$ cat src/design/qpd_pkg.sv
`timescale 1ns / 1ps

package qpd_pkg;

    localparam int KEY_MAX_BYTES = 16;
    localparam int KEY_POS_W     = 5;
    localparam int KEY_BITS      = 8 * KEY_MAX_BYTES;
    localparam int LIMIT_W       = 9;
    localparam int QUEUE_DEPTH   = 4;
    localparam int QUEUE_PTR_W   = $clog2(QUEUE_DEPTH);
    localparam int QUEUE_CNT_W   = $clog2(QUEUE_DEPTH + 1);

    localparam logic [7:0] CH_PCT   = 8'h25;
    localparam logic [7:0] CH_PLUS  = 8'h2B;
    localparam logic [7:0] CH_AMP   = 8'h26;
    localparam logic [7:0] CH_EQ    = 8'h3D;
    localparam logic [7:0] CH_SPACE = 8'h20;

    localparam logic [1:0] CFG_KEY_LOW   = 2'd0;
    localparam logic [1:0] CFG_KEY_HIGH  = 2'd1;
    localparam logic [1:0] CFG_KEY_LEN   = 2'd2;
    localparam logic [1:0] CFG_VAL_LIMIT = 2'd3;

    localparam logic [1:0] ESC_NONE  = 2'd0;
    localparam logic [1:0] ESC_PCT   = 2'd1;
    localparam logic [1:0] ESC_DIGIT = 2'd2;

    typedef enum logic [1:0] {
        PH_SCAN   = 2'd0,
        PH_VALUE  = 2'd1,
        PH_IGNORE = 2'd2
    } phase_t;

    typedef struct packed {
        logic [7:0] in_byte;
        logic       is_last;
    } in_word_t;

    typedef struct packed {
        logic [7:0] out_byte;
        logic       byte_valid;
        logic       found;
        logic       value_done;
    } out_word_t;

    // one or two result words caused by a single input byte
    typedef struct packed {
        logic      second;
        out_word_t res0;
        out_word_t res1;
    } pair_t;

    typedef struct packed {
        logic [KEY_BITS-1:0]  key_bytes;
        logic [KEY_POS_W-1:0] key_length;
        logic [LIMIT_W-1:0]   value_limit;
    } cfg_t;

    function automatic logic [3:0] hex_val(input logic [7:0] c);
        logic [3:0] v;
        v = 4'd0;
        if (c >= 8'h30 && c <= 8'h39)
            v = 4'(c - 8'h30);
        else if (c >= 8'h61 && c <= 8'h66)
            v = 4'(c - 8'h57);
        else if (c >= 8'h41 && c <= 8'h46)
            v = 4'(c - 8'h37);
        return v;
    endfunction

    function automatic logic [7:0] plus_to_space(input logic [7:0] c);
        return (c == CH_PLUS) ? CH_SPACE : c;
    endfunction

endpackage

$ cat src/design/qpd_front.sv
`timescale 1ns / 1ps

module qpd_front
    import qpd_pkg::*;
(
    input  logic     clk,
    input  logic     rst_n,
    input  logic     in_valid,
    output logic     in_stall,
    input  in_word_t in_data,
    input  cfg_t     cfg,
    input  logic     queue_full,
    output logic     push,
    output pair_t    push_data
);

    phase_t               phase_reg, phase_next;
    logic [KEY_POS_W-1:0] key_pos_reg, key_pos_next;
    logic                 match_reg, match_next;
    logic [LIMIT_W-1:0]   raw_cnt_reg, raw_cnt_next;
    logic [1:0]           esc_cnt_reg, esc_cnt_next;
    logic [7:0]           esc_byte_reg, esc_byte_next;

    logic                 accept;
    logic [7:0]           b;
    logic                 last;
    logic [KEY_POS_W-1:0] eff_len;
    logic [LIMIT_W-1:0]   take_lim;
    logic [7:0]           key_ch;
    logic [LIMIT_W-1:0]   raw_inc;

    logic                 eq_hit;
    logic                 v_data;
    logic                 v_end;
    logic [1:0]           esc_step;
    logic [7:0]           esc_byte_step;
    logic [1:0]           esc_after;
    logic [7:0]           esc_byte_after;
    logic                 emit_a;
    logic [7:0]           byte_a;

    logic                 done;
    logic                 found;
    logic [1:0]           nb;
    logic [7:0]           byte0;
    logic [7:0]           byte1;

    assign in_stall = queue_full;
    assign accept   = in_valid && !queue_full;
    assign b        = in_data.in_byte;
    assign last     = in_data.is_last;

    assign eff_len  = (cfg.key_length > KEY_POS_W'(KEY_MAX_BYTES))
                      ? KEY_POS_W'(KEY_MAX_BYTES) : cfg.key_length;
    assign take_lim = (cfg.value_limit == '0) ? '0 : cfg.value_limit - LIMIT_W'(1);
    assign key_ch   = cfg.key_bytes[{key_pos_reg[3:0], 3'b000} +: 8];
    assign raw_inc  = raw_cnt_reg + LIMIT_W'(1);

    // classify the byte against the current phase
    always_comb
    begin
        eq_hit = (phase_reg == PH_SCAN) && (b != CH_AMP) && match_reg
                 && (key_pos_reg >= eff_len) && (b == CH_EQ);
        v_data = (phase_reg == PH_VALUE) && (b != CH_AMP);
        v_end  = (phase_reg == PH_VALUE)
                 && ((b == CH_AMP) || last || (raw_inc >= take_lim));

        esc_step      = esc_cnt_reg;
        esc_byte_step = esc_byte_reg;
        emit_a        = 1'b0;
        byte_a        = 8'd0;
        case (esc_cnt_reg)
            ESC_NONE:
            begin
                if (b == CH_PCT)
                    esc_step = ESC_PCT;
                else
                begin
                    emit_a = v_data;
                    byte_a = plus_to_space(b);
                end
            end
            ESC_PCT:
            begin
                esc_byte_step = b;
                esc_step      = ESC_DIGIT;
            end
            default:
            begin
                emit_a        = v_data;
                byte_a        = {hex_val(esc_byte_reg), hex_val(b)};
                esc_step      = ESC_NONE;
                esc_byte_step = 8'd0;
            end
        endcase
        esc_after      = v_data ? esc_step : esc_cnt_reg;
        esc_byte_after = v_data ? esc_byte_step : esc_byte_reg;
    end

    // result words for this byte
    always_comb
    begin
        done  = 1'b0;
        found = 1'b0;
        nb    = 2'd0;
        byte0 = 8'd0;
        byte1 = 8'd0;
        case (phase_reg)
            PH_SCAN:
            begin
                done  = (eq_hit && (take_lim == '0)) || last;
                found = eq_hit;
            end
            PH_VALUE:
            begin
                done  = v_end;
                found = v_end;
                if (emit_a)
                begin
                    nb    = 2'd1;
                    byte0 = byte_a;
                end
                else if (v_end && (esc_after != ESC_NONE))
                begin
                    // value cut short inside an escape: flush it as text
                    byte0 = CH_PCT;
                    byte1 = plus_to_space(esc_byte_after);
                    nb    = (esc_after == ESC_DIGIT) ? 2'd2 : 2'd1;
                end
            end
            default:
            begin
                done  = 1'b0;
                found = 1'b0;
            end
        endcase

        push_data.second = (nb == 2'd2);
        if (nb != 2'd0)
        begin
            push_data.res0.out_byte   = byte0;
            push_data.res0.byte_valid = 1'b1;
            push_data.res0.found      = found && done && (nb == 2'd1);
            push_data.res0.value_done = done && (nb == 2'd1);
        end
        else
        begin
            push_data.res0.out_byte   = 8'd0;
            push_data.res0.byte_valid = 1'b0;
            push_data.res0.found      = found;
            push_data.res0.value_done = done;
        end
        push_data.res1.out_byte   = byte1;
        push_data.res1.byte_valid = 1'b1;
        push_data.res1.found      = found && done;
        push_data.res1.value_done = done;
        push = accept && (done || (nb != 2'd0));
    end

    // next state
    always_comb
    begin
        phase_next    = phase_reg;
        key_pos_next  = key_pos_reg;
        match_next    = match_reg;
        raw_cnt_next  = raw_cnt_reg;
        esc_cnt_next  = esc_cnt_reg;
        esc_byte_next = esc_byte_reg;
        if (accept)
        begin
            if (last)
            begin
                phase_next    = PH_SCAN;
                key_pos_next  = '0;
                match_next    = 1'b1;
                raw_cnt_next  = '0;
                esc_cnt_next  = ESC_NONE;
                esc_byte_next = 8'd0;
            end
            else
            begin
                case (phase_reg)
                    PH_SCAN:
                    begin
                        if (b == CH_AMP)
                        begin
                            key_pos_next = '0;
                            match_next   = 1'b1;
                        end
                        else if (match_reg)
                        begin
                            if (key_pos_reg < eff_len)
                            begin
                                if (b != key_ch)
                                    match_next = 1'b0;
                                key_pos_next = key_pos_reg + KEY_POS_W'(1);
                            end
                            else if (b == CH_EQ)
                            begin
                                phase_next    = (take_lim == '0) ? PH_IGNORE : PH_VALUE;
                                raw_cnt_next  = '0;
                                esc_cnt_next  = ESC_NONE;
                                esc_byte_next = 8'd0;
                            end
                            else
                                match_next = 1'b0;
                        end
                    end
                    PH_VALUE:
                    begin
                        if (v_data)
                        begin
                            raw_cnt_next  = raw_inc;
                            esc_cnt_next  = esc_after;
                            esc_byte_next = esc_byte_after;
                        end
                        if (v_end)
                        begin
                            phase_next    = PH_IGNORE;
                            esc_cnt_next  = ESC_NONE;
                            esc_byte_next = 8'd0;
                        end
                    end
                    default:
                    begin
                        phase_next = phase_reg;
                    end
                endcase
            end
        end
    end

    always_ff @(posedge clk or negedge rst_n)
    begin
        if (!rst_n)
        begin
            phase_reg    <= PH_SCAN;
            key_pos_reg  <= '0;
            match_reg    <= 1'b1;
            raw_cnt_reg  <= '0;
            esc_cnt_reg  <= ESC_NONE;
            esc_byte_reg <= 8'd0;
        end
        else
        begin
            phase_reg    <= phase_next;
            key_pos_reg  <= key_pos_next;
            match_reg    <= match_next;
            raw_cnt_reg  <= raw_cnt_next;
            esc_cnt_reg  <= esc_cnt_next;
            esc_byte_reg <= esc_byte_next;
        end
    end

endmodule

$ cat src/design/qpd_fifo.sv
`timescale 1ns / 1ps

module qpd_fifo
    import qpd_pkg::*;
(
    input  logic  clk,
    input  logic  rst_n,
    input  logic  push,
    input  pair_t push_data,
    input  logic  pop,
    output pair_t head,
    output logic  full,
    output logic  empty
);

    pair_t                  mem_reg [QUEUE_DEPTH];
    logic [QUEUE_PTR_W-1:0] wr_ptr_reg, wr_ptr_next;
    logic [QUEUE_PTR_W-1:0] rd_ptr_reg, rd_ptr_next;
    logic [QUEUE_CNT_W-1:0] count_reg, count_next;
    logic                   do_push;
    logic                   do_pop;

    assign full    = (count_reg == QUEUE_CNT_W'(QUEUE_DEPTH));
    assign empty   = (count_reg == '0);
    assign head    = mem_reg[rd_ptr_reg];
    assign do_push = push && !full;
    assign do_pop  = pop && !empty;

    always_comb
    begin
        wr_ptr_next = do_push ? wr_ptr_reg + QUEUE_PTR_W'(1) : wr_ptr_reg;
        rd_ptr_next = do_pop ? rd_ptr_reg + QUEUE_PTR_W'(1) : rd_ptr_reg;
        count_next  = count_reg;
        if (do_push && !do_pop)
            count_next = count_reg + QUEUE_CNT_W'(1);
        else if (do_pop && !do_push)
            count_next = count_reg - QUEUE_CNT_W'(1);
    end

    always_ff @(posedge clk or negedge rst_n)
    begin
        if (!rst_n)
        begin
            wr_ptr_reg <= '0;
            rd_ptr_reg <= '0;
            count_reg  <= '0;
        end
        else
        begin
            wr_ptr_reg <= wr_ptr_next;
            rd_ptr_reg <= rd_ptr_next;
            count_reg  <= count_next;
        end
    end

    always_ff @(posedge clk)
    begin
        if (do_push)
            mem_reg[wr_ptr_reg] <= push_data;
    end

endmodule

$ cat src/design/qpd_back.sv
`timescale 1ns / 1ps

module qpd_back
    import qpd_pkg::*;
(
    input  logic      clk,
    input  logic      rst_n,
    input  logic      queue_empty,
    input  pair_t     head,
    output logic      pop,
    output logic      out_valid,
    input  logic      out_stall,
    output out_word_t out_data
);

    logic      valid_reg, valid_next;
    logic      second_reg, second_next;
    out_word_t word_reg, word_next;
    out_word_t second_word_reg, second_word_next;
    logic      load;

    assign load      = !valid_reg || !out_stall;
    assign out_valid = valid_reg;
    assign out_data  = word_reg;

    // second word of a pair goes out before the next pair is popped
    always_comb
    begin
        valid_next       = valid_reg;
        second_next      = second_reg;
        word_next        = word_reg;
        second_word_next = second_word_reg;
        pop              = 1'b0;
        if (load)
        begin
            if (second_reg)
            begin
                valid_next  = 1'b1;
                word_next   = second_word_reg;
                second_next = 1'b0;
            end
            else if (!queue_empty)
            begin
                pop              = 1'b1;
                valid_next       = 1'b1;
                word_next        = head.res0;
                second_next      = head.second;
                second_word_next = head.res1;
            end
            else
                valid_next = 1'b0;
        end
    end

    always_ff @(posedge clk or negedge rst_n)
    begin
        if (!rst_n)
        begin
            valid_reg  <= 1'b0;
            second_reg <= 1'b0;
        end
        else
        begin
            valid_reg  <= valid_next;
            second_reg <= second_next;
        end
    end

    always_ff @(posedge clk)
    begin
        word_reg        <= word_next;
        second_word_reg <= second_word_next;
    end

endmodule

$ cat src/design/query_param_extract_decode.sv
`timescale 1ns / 1ps

// Query parameter extractor with percent-decoding. Takes one query-string byte
// per cycle while in_stall is low (is_last on the final byte) and, for the
// first '&'-separated pair that starts with the configured key followed by
// '=', delivers the decoded value bytes; the string's last result word, which
// may carry a byte, has value_done set (found tells whether the key was seen).
// Throughput is one input byte per cycle while the queue is not full. A byte
// that ends a value inside a cut-short escape can make two result words, and
// the output register delivers one word per cycle when not stalled; a 4-entry
// queue between the parser and the output stage absorbs that and output stalls.
// Configuration registers are written through cfg_*, which never stalls, and
// must only be written while no string is in flight.

module query_param_extract_decode
    import qpd_pkg::*;
(
    input  logic        clk,
    input  logic        rst_n,
    input  logic        in_valid,
    output logic        in_stall,
    input  in_word_t    in_data,
    output logic        out_valid,
    input  logic        out_stall,
    output out_word_t   out_data,
    input  logic        cfg_valid,
    output logic        cfg_ready,
    input  logic [1:0]  cfg_index,
    input  logic [63:0] cfg_data
);

    logic [63:0]          key_low_reg;
    logic [63:0]          key_high_reg;
    logic [KEY_POS_W-1:0] key_len_reg;
    logic [LIMIT_W-1:0]   limit_reg;
    cfg_t                 cfg;

    logic  push;
    pair_t push_data;
    logic  pop;
    pair_t head;
    logic  queue_full;
    logic  queue_empty;

    assign cfg_ready       = 1'b1;
    assign cfg.key_bytes   = {key_high_reg, key_low_reg};
    assign cfg.key_length  = key_len_reg;
    assign cfg.value_limit = limit_reg;

    always_ff @(posedge clk or negedge rst_n)
    begin
        if (!rst_n)
        begin
            key_low_reg  <= '0;
            key_high_reg <= '0;
            key_len_reg  <= '0;
            limit_reg    <= LIMIT_W'(64);
        end
        else if (cfg_valid && cfg_ready)
        begin
            case (cfg_index)
                CFG_KEY_LOW:   key_low_reg  <= cfg_data;
                CFG_KEY_HIGH:  key_high_reg <= cfg_data;
                CFG_KEY_LEN:   key_len_reg  <= cfg_data[KEY_POS_W-1:0];
                CFG_VAL_LIMIT: limit_reg    <= cfg_data[LIMIT_W-1:0];
                default:       key_low_reg  <= key_low_reg;
            endcase
        end
    end

    qpd_front u_front (
        .clk        (clk),
        .rst_n      (rst_n),
        .in_valid   (in_valid),
        .in_stall   (in_stall),
        .in_data    (in_data),
        .cfg        (cfg),
        .queue_full (queue_full),
        .push       (push),
        .push_data  (push_data)
    );

    qpd_fifo u_fifo (
        .clk       (clk),
        .rst_n     (rst_n),
        .push      (push),
        .push_data (push_data),
        .pop       (pop),
        .head      (head),
        .full      (queue_full),
        .empty     (queue_empty)
    );

    qpd_back u_back (
        .clk         (clk),
        .rst_n       (rst_n),
        .queue_empty (queue_empty),
        .head        (head),
        .pop         (pop),
        .out_valid   (out_valid),
        .out_stall   (out_stall),
        .out_data    (out_data)
    );

endmodule

$ cat config.mk
export PLATFORM = sky130hd
export DESIGN_NAME = query_param_extract_decode
export DESIGN_NICKNAME = d
export VERILOG_FILES = /design/src/design/qpd_pkg.sv /design/src/design/qpd_front.sv /design/src/design/qpd_fifo.sv /design/src/design/qpd_back.sv /design/src/design/query_param_extract_decode.sv
export SDC_FILE = /design/constraint.sdc
export NUM_CORES = 1
export LEC_CHECK = 0
export BUFFER_PORTS_ARGS = -buffer_cell sky130_fd_sc_hd__buf_2
export CAP_MARGIN = 20
export CORE_MARGIN = 1.5
export CORE_UTILIZATION = 45
export CTS_CLUSTER_SIZE = 10
export DETAILED_ROUTE_END_ITERATION = 16
export SYNTH_ARGS = -nofsm -noshare
export SYNTH_HDL_FRONTEND = slang
export SYNTH_SLANG_ARGS = --single-unit
$ cat constraint.sdc
create_clock -name clk -period 4.05 [get_ports clk]
set_clock_uncertainty 0.05 [all_clocks]
set_input_delay 0.81 -clock clk [delete_from_list [all_inputs] [get_ports clk]]
set_output_delay 0.81 -clock clk [all_outputs]
set_load 0.05 [all_outputs]
# After elaboration in Yosys (flattened, before gate mapping)
# Memory sizes are Yosys's and may differ from the RTL's.
# Index checks and enable logic that the tools add are counted.
# totals
ff_bits,200
mem_bits_rw,88
input_bits,80
output_inout_bits,14
memories,1
# classes
addsub,13
magnitude_cmp,16
eq_ne,24
n_shift,1
n_mux,87
bitwise,2
reduce_logical,58
# memory_table
memory,words,width,read_ports,rd_ports_with_merged_regs,write_ports,line_no,rtl
u_fifo.mem_reg,4,22,1,0,1,qpd_fifo.sv:16,pair_t mem_reg [QUEUE_DEPTH];
# op_table
cell,count
two-way mux 8 bit,16
indexed part select 128 x 8 -> 8 bit,1
two-way mux 9 bit,7
one-hot mux 8 bit (2 select lines),3
== test 8 x 6 -> 1 bit (second input constant),5
two-way mux 2 bit,20
two-way mux 11 bit,3
>= comparator 8 x 7 -> 1 bit (second input constant),4
<= comparator 8 x 7 -> 1 bit (second input constant),4
two-way mux 5 bit,6
two-way mux 4 bit,6
logical AND 1 bit,23
AND reduction 7 bit,3
zero test 9 bit,2
one-hot mux 9 bit (2 select lines),1
>= comparator 8 x 6 -> 1 bit (second input constant),2
<= comparator 8 x 6 -> 1 bit (second input constant),2
two-way mux 1 bit,16
subtractor 4 x 3 -> 4 bit (second input constant),4
one-hot mux 2 bit (2 select lines),3
AND reduction 2 bit,6
adder 9 x 1 -> 9 bit (second input constant),1
>= comparator 9 bit,1
inequality test 3 x 2 -> 1 bit (second input constant),3
other kinds (29),59

# Longest topological paths before layout
# Gate-level depths: netlist (run 1).
# logic_depth
word_depth,17
ltp_mapped,19

# Modules after synthesis
# Synthesis (run 1) repeated with hierarchy kept, for this count alone.
# unflattened
cells_unflattened,981
hier_area_um2,14621.5
# by_module_without_submodules
module,instances,cells_each,area_each_um2
query_param_extract_decode,1,304,5854.4
qpd_front,1,476,4096.4
qpd_fifo,1,157,3773.6
qpd_back,1,44,897.1

# Worst setup path after synthesis (run 1)
# No wires, ideal clock.
# synth_timing
path_type,register -> register
startpoint,reg limit_reg[3]
endpoint,reg u_fifo.count_reg[1]
arrival_time_ps,3979
t_required_ps,3875
slack_ps,-104
path_stages_with_launch,16
n_path_buf,0
synth_period_minus_slack_ps,4154
path_cell_list,dfrtp_1 -> nor3_1 -> nand2_1 -> or4_1 -> or2_2 -> nand2b_1 -> ha_1 -> a21o_1 -> a211oi_1 -> nor3_1 -> a221o_1 -> o31a_2 -> ha_1 -> inv_1 -> fa_1 -> mux2_2
# synth_via
elab_cells_between_ends,23
cone_classes,add/sub (1); order compare (1); mux (6); reduce/logical (15)
# synth_rtl
element,line_no,rtl
"start, declared",query_param_extract_decode.sv:35,logic [LIMIT_W-1:0] limit_reg;
"start signal, assigned",query_param_extract_decode.sv:65,CFG_VAL_LIMIT: limit_reg <= cfg_data[LIMIT_W-1:0];
subtractor 9 x 1 -> 9 bit or zero test 9 bit (tied branches),qpd_front.sv:55,assign take_lim = (cfg.value_limit == '0) ? '0 : cfg.value_limit - LIMIT_W'(1);
two-way mux 9 bit *,qpd_front.sv:55,
>= comparator 9 bit,qpd_front.sv:66,&& ((b == CH_AMP) || last || (raw_inc >= take_lim));
logical OR 1 bit,qpd_front.sv:66,
logical AND 1 bit,qpd_front.sv:66,
logical AND 1 bit,qpd_front.sv:123,else if (v_end && (esc_after != ESC_NONE))
two-way mux 2 bit,qpd_front.sv:123,
two-way mux 2 bit,qpd_front.sv:118,if (emit_a)
two-way mux 2 bit,qpd_front.sv:108,case (phase_reg)
nonzero test 2 bit,qpd_front.sv:157,push = accept && (done || (nb != 2'd0));
logical OR 1 bit *,qpd_front.sv:157,
logical AND 1 bit *,qpd_front.sv:157,
logical AND 1 bit *,qpd_fifo.sv:26,assign do_push = push && !full;
net u_fifo.do_push,qpd_fifo.sv:20,logic do_push;
logical AND 1 bit *,qpd_fifo.sv:34,if (do_push && !do_pop)
two-way mux 3 bit *,qpd_fifo.sv:34,
net u_fifo.count_next[1],qpd_fifo.sv:19,"logic [QUEUE_CNT_W-1:0] count_reg, count_next;"
"end signal, assigned",qpd_fifo.sv:52,count_reg <= count_next;
"end, declared",qpd_fifo.sv:19,
# The timed path passes the listed nets; every way through them passes the cells marked *.
# A chain may end at the register's enable or synchronous reset.

# Worst setup path in the final report (run 1)
# layout_timing
startpoint,reg limit_reg[4]
endpoint,reg u_fifo.count_reg[1]
# The elaborated chain is that of the path after synthesis.

==> results of run 1 <==
## how the worst max path moves through the flow
stage | start | cells past startpoint | slack, ns | endpoint
6_report | limit_reg[4]$_DFFE_PN0P_ | 16 | 0.19 | u_fifo.count_reg[1]$_DFFE_PN0P_
5_1_grt | limit_reg[4]$_DFFE_PN0P_ | 17 | -0.01 | u_fifo.count_reg[1]$_DFFE_PN0P_
4_1_cts | limit_reg[2]$_DFFE_PN0P_ | 16 | 0.02 | u_fifo.count_reg[1]$_DFFE_PN0P_
3_5_place_dp | limit_reg[4]$_DFFE_PN0P_ | 16 | -0.03 | u_fifo.count_reg[1]$_DFFE_PN0P_
3_3_place_gp | limit_reg[4]$_DFFE_PN0P_ | 16 | 0.02 | u_fifo.count_reg[1]$_DFFE_PN0P_
2_1_floorplan | limit_reg[0]$_DFFE_PN0P_ | 17 | 0.003 | u_fifo.count_reg[1]$_DFFE_PN0P_
## per-stage QoR
stage	util	TNS, ns	worst slack (ns)	hold slack (ns)
global route	0.526	-0.0142	-0.0142	0.383
detailed placement	0.490	-0.0336	-0.0336	0.438
finish	0.526	0	0.186	0.315
global placement	0.490	0	0.0198	0.424
CTS	0.525	0	0.0154	0.348
floorplan	-	0	0.00322	0.403
## worst reg2reg max path, stage by stage (launching register included)
cell and delay, ns:
dfrtp_1 0.39, nor3_2 0.21, nand2_1 0.09, or4_4 0.45
nor2_4 0.13, nor2_2 0.04, ha_1 0.26, nand2b_4 0.13
a21o_1 0.18, a211oi_2 0.20, nor3_2 0.08, a221o_1 0.35
o31a_4 0.33, ha_4 0.17, inv_2 0.05, fa_1 0.37
mux2_2 0.26
## per-layer routing
| layer | track usage | vias to the layer above |
|---|---|---|
| li1 | - | 3982 |
| met4 | 0.0458 | 2 |
| met2 | 0.326 | 149 |
| met5 | 0 | - |
| met3 | 0.0335 | 33 |
| met1 | 0.258 | 4192 |
## final cells by class
class | instances | area (um2) | share of cell area
Antenna cell | 1 | 2.50 | 0.000156
Timing Repair Buffer | 131 | 822 | 0.0513
Clock buffer | 56 | 986 | 0.0615
Tap cell | 396 | 495 | 0.0309
Sequential cell | 287 | 7730 | 0.483
Inverter | 22 | 82.6 | 0.00516
Multi-Input combinational cell | 636 | 5860 | 0.366
Clock inverter | 4 | 33.8 | 0.00211
## cell families (layout without fill, tap and decap cells)
kind of cell | count (synthesis) | after routing | share of synthesized area
compound gates | 131 | 131 | 0.0655
xor+xnor | 31 | 31 | 0.0196
fa+ha+maj | 31 | 31 | 0.0286
buf+inv | 73 | 213 | 0.0237
flops | 287 | 287 | 0.558
mux | 231 | 231 | 0.223
other cells | 1 | 2 | 0.000271
simple gates | 211 | 211 | 0.0805
## power breakdown
part	leakage (nW)	switching [mW]	internal, mW
Combinational	2.68	1.42	1.32
Sequential	3.16	0.328	3.69
Clock	0.490	1.12	1.66
## what timing repair did
item,in CTS,in global routing
setup endpoints to repair,1,24
cloned,0,0
pin swaps,4,4
endpoints found under the hold margin,0,0
gates resized for setup,5,9
setup buffers,2,2
## layout by cell type (no fill, tap or decap), drive strengths merged, types with 7 or more instances in the layout
master,n
inv,23
nor3,7
nand2,61
o21ai,39
ha,30
nor2b,17
clkbuf,56
o22ai,7
nor2,44
a21oi,18
buf,131
xnor2,16
dfrtp,176
and3,7
edfxtp,109
xor2,15
nand3,19
nand2b,12
mux2i,23
and2,7
mux2,163
mux4,45
==> metrics.cfg, run 1 <==
[global_route]
overflow = 0
antenna_found_initial = 1
grt_pass1_wl_um = 47400
first_global_vias = 8620
track_usage = 0.193
grt_max_degree = 87

[timing]
drv_slew = 0
finalCritPeriodShare = 0.954
fmax_mhz = 259
worst_pin_slew_ns = 0.997
min_period_ns = 3.86
rsz0062_at_grt = yes
setup_viol = 0
hold_violations = 0
maxSlewHeadroom = 0.335

[clocking]
cts_tree = built
cts_buffer_depth = 3
cts-buffers-inserted = 35
cts_sinks = 287
htree_num_levels = 2
insertion_delay_ns = 0.51
ctsHoldBuffers = 0
cts.clk_slew.worst_paths_ns = 0.05
root_buffer = clkbuf_16

[worst_setup_path]
r2r_cells = 16
required_ns = 4.39
worst_path_most_repeated_cell = nor3_2
crit_type = register to register
slowest_stage = or4_4
reg2reg_to = u_fifo.count_reg[1]$_DFFE_PN0P_
r2r_slack_ns = 0.19
cp-start-kind = register
cp_slowest_stage_delay_ns = 0.45
r2r-start = limit_reg[4]$_DFFE_PN0P_
path_cells = nor3_2 -> nand2_1 -> or4_4 -> nor2_4 -> nor2_2 -> ha_1 -> nand2b_4 -> a21o_1 -> a211oi_2 -> nor3_2 -> a221o_1 -> o31a_4 -> ha_4 -> inv_2 -> fa_1 -> mux2_2
endpoint_kind = register
crit_family = simple AND/OR/NAND/NOR gates
path_buf_inv = 1
worstPathArrival_ns = 4.20
crit_fanout = 3

[layout]
fin_nets = 1224
area_growth_syn_to_layout_pct = 15.7
stdcell_area_mm2 = 0.0160
instances_no_fill = 1533
largest_register_ffs = 88
drive_gt1_frac = 0.363
fillers = 2625

[detailed_routing]
via_count = 8358
postRouteAntennaNets = 0
top_layer_used = met5
dr_wl_met3_um = 1150
drc_errors = 0
routed_wl_um = 29300
drt_iter0_markers = 470
wl_met1_um = 13400
viasPerCell = 5.45
drt_first_pass_iters = 5
wl_per_cell_um = 19.1
wl_met2_um = 14300

[synth]
yosys_warnings = 0
synth_top_area_share = 0.318
synth_cell_types = 82
synth_common_cells = 176 x dfrtp_1, 162 x mux2_2, 109 x edfxtp_1
synth-async-reset-ratio = 0.620
syn_area_mm2 = 0.0138
synth-edff-count = 109
yosysSeqAreaShare = 0.558
synth.most_common_cell = dfrtp_1
syn_avg_cell_area_um2 = 13.9
synth_nets = 1107
synth_top_area_cell = dfrtp_1
synthTopCellsByArea = dfrtp_1 32%, edfxtp_1 24%, mux2_2 13%, mux4_2 6.7%, ha_1 2.7%
ys.flop_type = dfrtp_1
ys_ff_latch = 287
postSynthCellCount = 996

[die]
initial_core_util = 0.455
num_rows = 64
die_h_um = 178
die_x_um = 178
ios = 94
die-area_mm2 = 0.0318
core_area_mm2 = 0.0304

[placement]
place_area_mm2 = 0.0149
globalplace.congestion = 0.839
portBuffers = 92
dp_hpwl_um = 19900
placedCellCount = 1468

[worst_hold_path]
min_path_type = primary input to async pin

[power]
fin_total_pwr_mw = 9.55
powerDensity_mw_per_mm2 = 596
vdd_drop_max_mv = 0.338
leakage_nw = 6.33

[run_status]
run_status = complete, no violations

[run]
drv_cap = 0

Power figures use the tool's default switching activity.
==> run 2: changes to the inputs <==
- REMOVE_ABC_BUFFERS: default -> 1
==> metrics.cfg, run 2 (same netlist as run 1, synthesis figures left out) <==
[timing]
setup_viol = 1
fmax_mhz = 243
worst_pin_slew_ns = 1.04
rsz0062_at_grt = yes
setup_slack_ns = -0.0646
drv_slew = 0
min_period_ns = 4.11
hold_violations = 0
timing.hold.ws_ns = 0.333
maxSlewHeadroom = 0.309
tns_ns = -0.0646
finalCritPeriodShare = 1.02

[clocking]
insertion_delay_ns = 0.50
root_buffer = clkbuf_16
ctsHoldBuffers = 0
cts_buffer_depth = 3
cts-buffers-inserted = 35
cts_sinks = 287
cts.clk_slew.worst_paths_ns = 0.05
cts_tree = built
htree_num_levels = 2

[layout]
utilization = 0.530
area_growth_syn_to_layout_pct = 16.4
drive_gt1_frac = 0.368
instances_no_fill = 1532
final_common_cell = dfrtp_1
final-seq-area_mm2 = 0.00773
stdcell_area_mm2 = 0.0161
fin_nets = 1227
largest_register_ffs = 88
most-common-layout-cells = 174 x dfrtp_1, 161 x mux2_2, 109 x edfxtp_1
fillers = 2560
multi_input_area_mm2 = 0.00589

[global_route]
grt_use_met1 = 0.258
grt_max_degree = 87
first_global_vias = 8711
track_usage = 0.191
antenna_found_initial = 4
gr-usage-met2 = 0.307
busiest_layer = met2
overflow = 0
met3_usage = 0.0420
grt_pass1_wl_um = 47300

[power]
leakage_nw = 6.36
powerDensity_mw_per_mm2 = 594
vdd_drop_max_mv = 0.397
fin_total_pwr_mw = 9.58

[worst_setup_path]
r2r_slack_ns = -0.06
crit_type = register to register
path_buf_inv = 1
worst_path_most_repeated_cell = nor3_2
endpoint_kind = register
crit_fanout = 3
cp-start-kind = register
path_cells = nor3_2 -> nand2_1 -> or4_4 -> or2_4 -> nand2b_1 -> ha_1 -> a21o_1 -> a211oi_2 -> nor3_2 -> a221o_1 -> o31a_4 -> ha_4 -> inv_2 -> fa_1 -> mux2_4
worstPathArrival_ns = 4.44
cp_slowest_stage_delay_ns = 0.55
crit_family = simple AND/OR/NAND/NOR gates
slowest_stage = or4_4
required_ns = 4.38

[run_status]
violations = setup timing
run_status = finished with violations

[detailed_routing]
viasPerCell = 5.51
postRouteAntennaNets = 0
routed_wl_um = 29000
drt_first_pass_iters = 4
drc_errors = 0
drt_iter0_markers = 563
via_count = 8438
wl_per_cell_um = 18.9

[run]
drv_cap = 0

[worst_hold_path]
min_path_type = primary input to async pin

[placement]
place_area_mm2 = 0.0150
globalplace.congestion = 0.811
portBuffers = 92
dp_slack_ns = -0.171
placedCellCount = 1473
dp_hpwl_um = 19900

[die]
ios = 94
die_h_um = 178
num_rows = 64
die_x_um = 178
die-area_mm2 = 0.0318
core_area_mm2 = 0.0304
initial_core_util = 0.455

==> run 2: changes by cell type in the layout (fill, tap and decap cells not counted), sizes merged <==
cell / previous run / this run
buf: 131 / 134
clkbuf: 56 / 54
clkinv: 3 / 1
diode: 1 / 2
inv: 23 / 22
==> run 2: repair_timing <==
item,4_1_cts,5_1_grt
resized for setup,7,17
buffers inserted,0,2
pin swaps,3,13
endpoints found under the setup margin,2,2
==> run 2: path summary, 6_finish.rpt <==
check / cells past startpoint / end / startpoint
min in group clk: 1 / key_high_reg[10]$_DFFE_PN0P_ / key_high_reg[10]$_DFFE_PN0P_
setup reg to reg: 15 / u_fifo.count_reg[1]$_DFFE_PN0P_ / limit_reg[3]$_DFFE_PN0P_
setup / recovery: 15 / u_fifo.count_reg[1]$_DFFE_PN0P_ / limit_reg[3]$_DFFE_PN0P_
hold / removal: 1 / key_high_reg[2]$_DFFE_PN0P_ / rst_n
hold reg to reg: 1 / key_high_reg[10]$_DFFE_PN0P_ / key_high_reg[10]$_DFFE_PN0P_
max in group asynchronous: 2 / limit_reg[6]$_DFFE_PN1P_ / rst_n
==> run 2: layout make-up <==
type,count,area share
Tap cell,396,0.0307
Inverter,22,0.00512
Timing Repair Buffer,134,0.0550
Clock buffer,54,0.0633
Clock inverter,1,0.000233
Sequential cell,287,0.480
Multi-Input combinational cell,636,0.365
Antenna cell,2,0.000311
==> run 2: routing by layer <==
| metal | vias to the layer above | routed length, um | share of wire |
|---|---|---|---|
| met2 | 164 | 14000 | 0.48 |
| met5 | - | 23 | 0.00079 |
| met1 | 4236 | 12900 | 0.44 |
| li1 | 3988 | - | - |
| met4 | 4 | 620 | 0.021 |
| met3 | 46 | 1430 | 0.049 |
==> run 2: power breakdown <==
part	leakage [nW]	switching (mW)	internal, mW
Sequential	3.16	0.345	3.69
Combinational	2.71	1.40	1.33
Clock	0.496	1.10	1.71
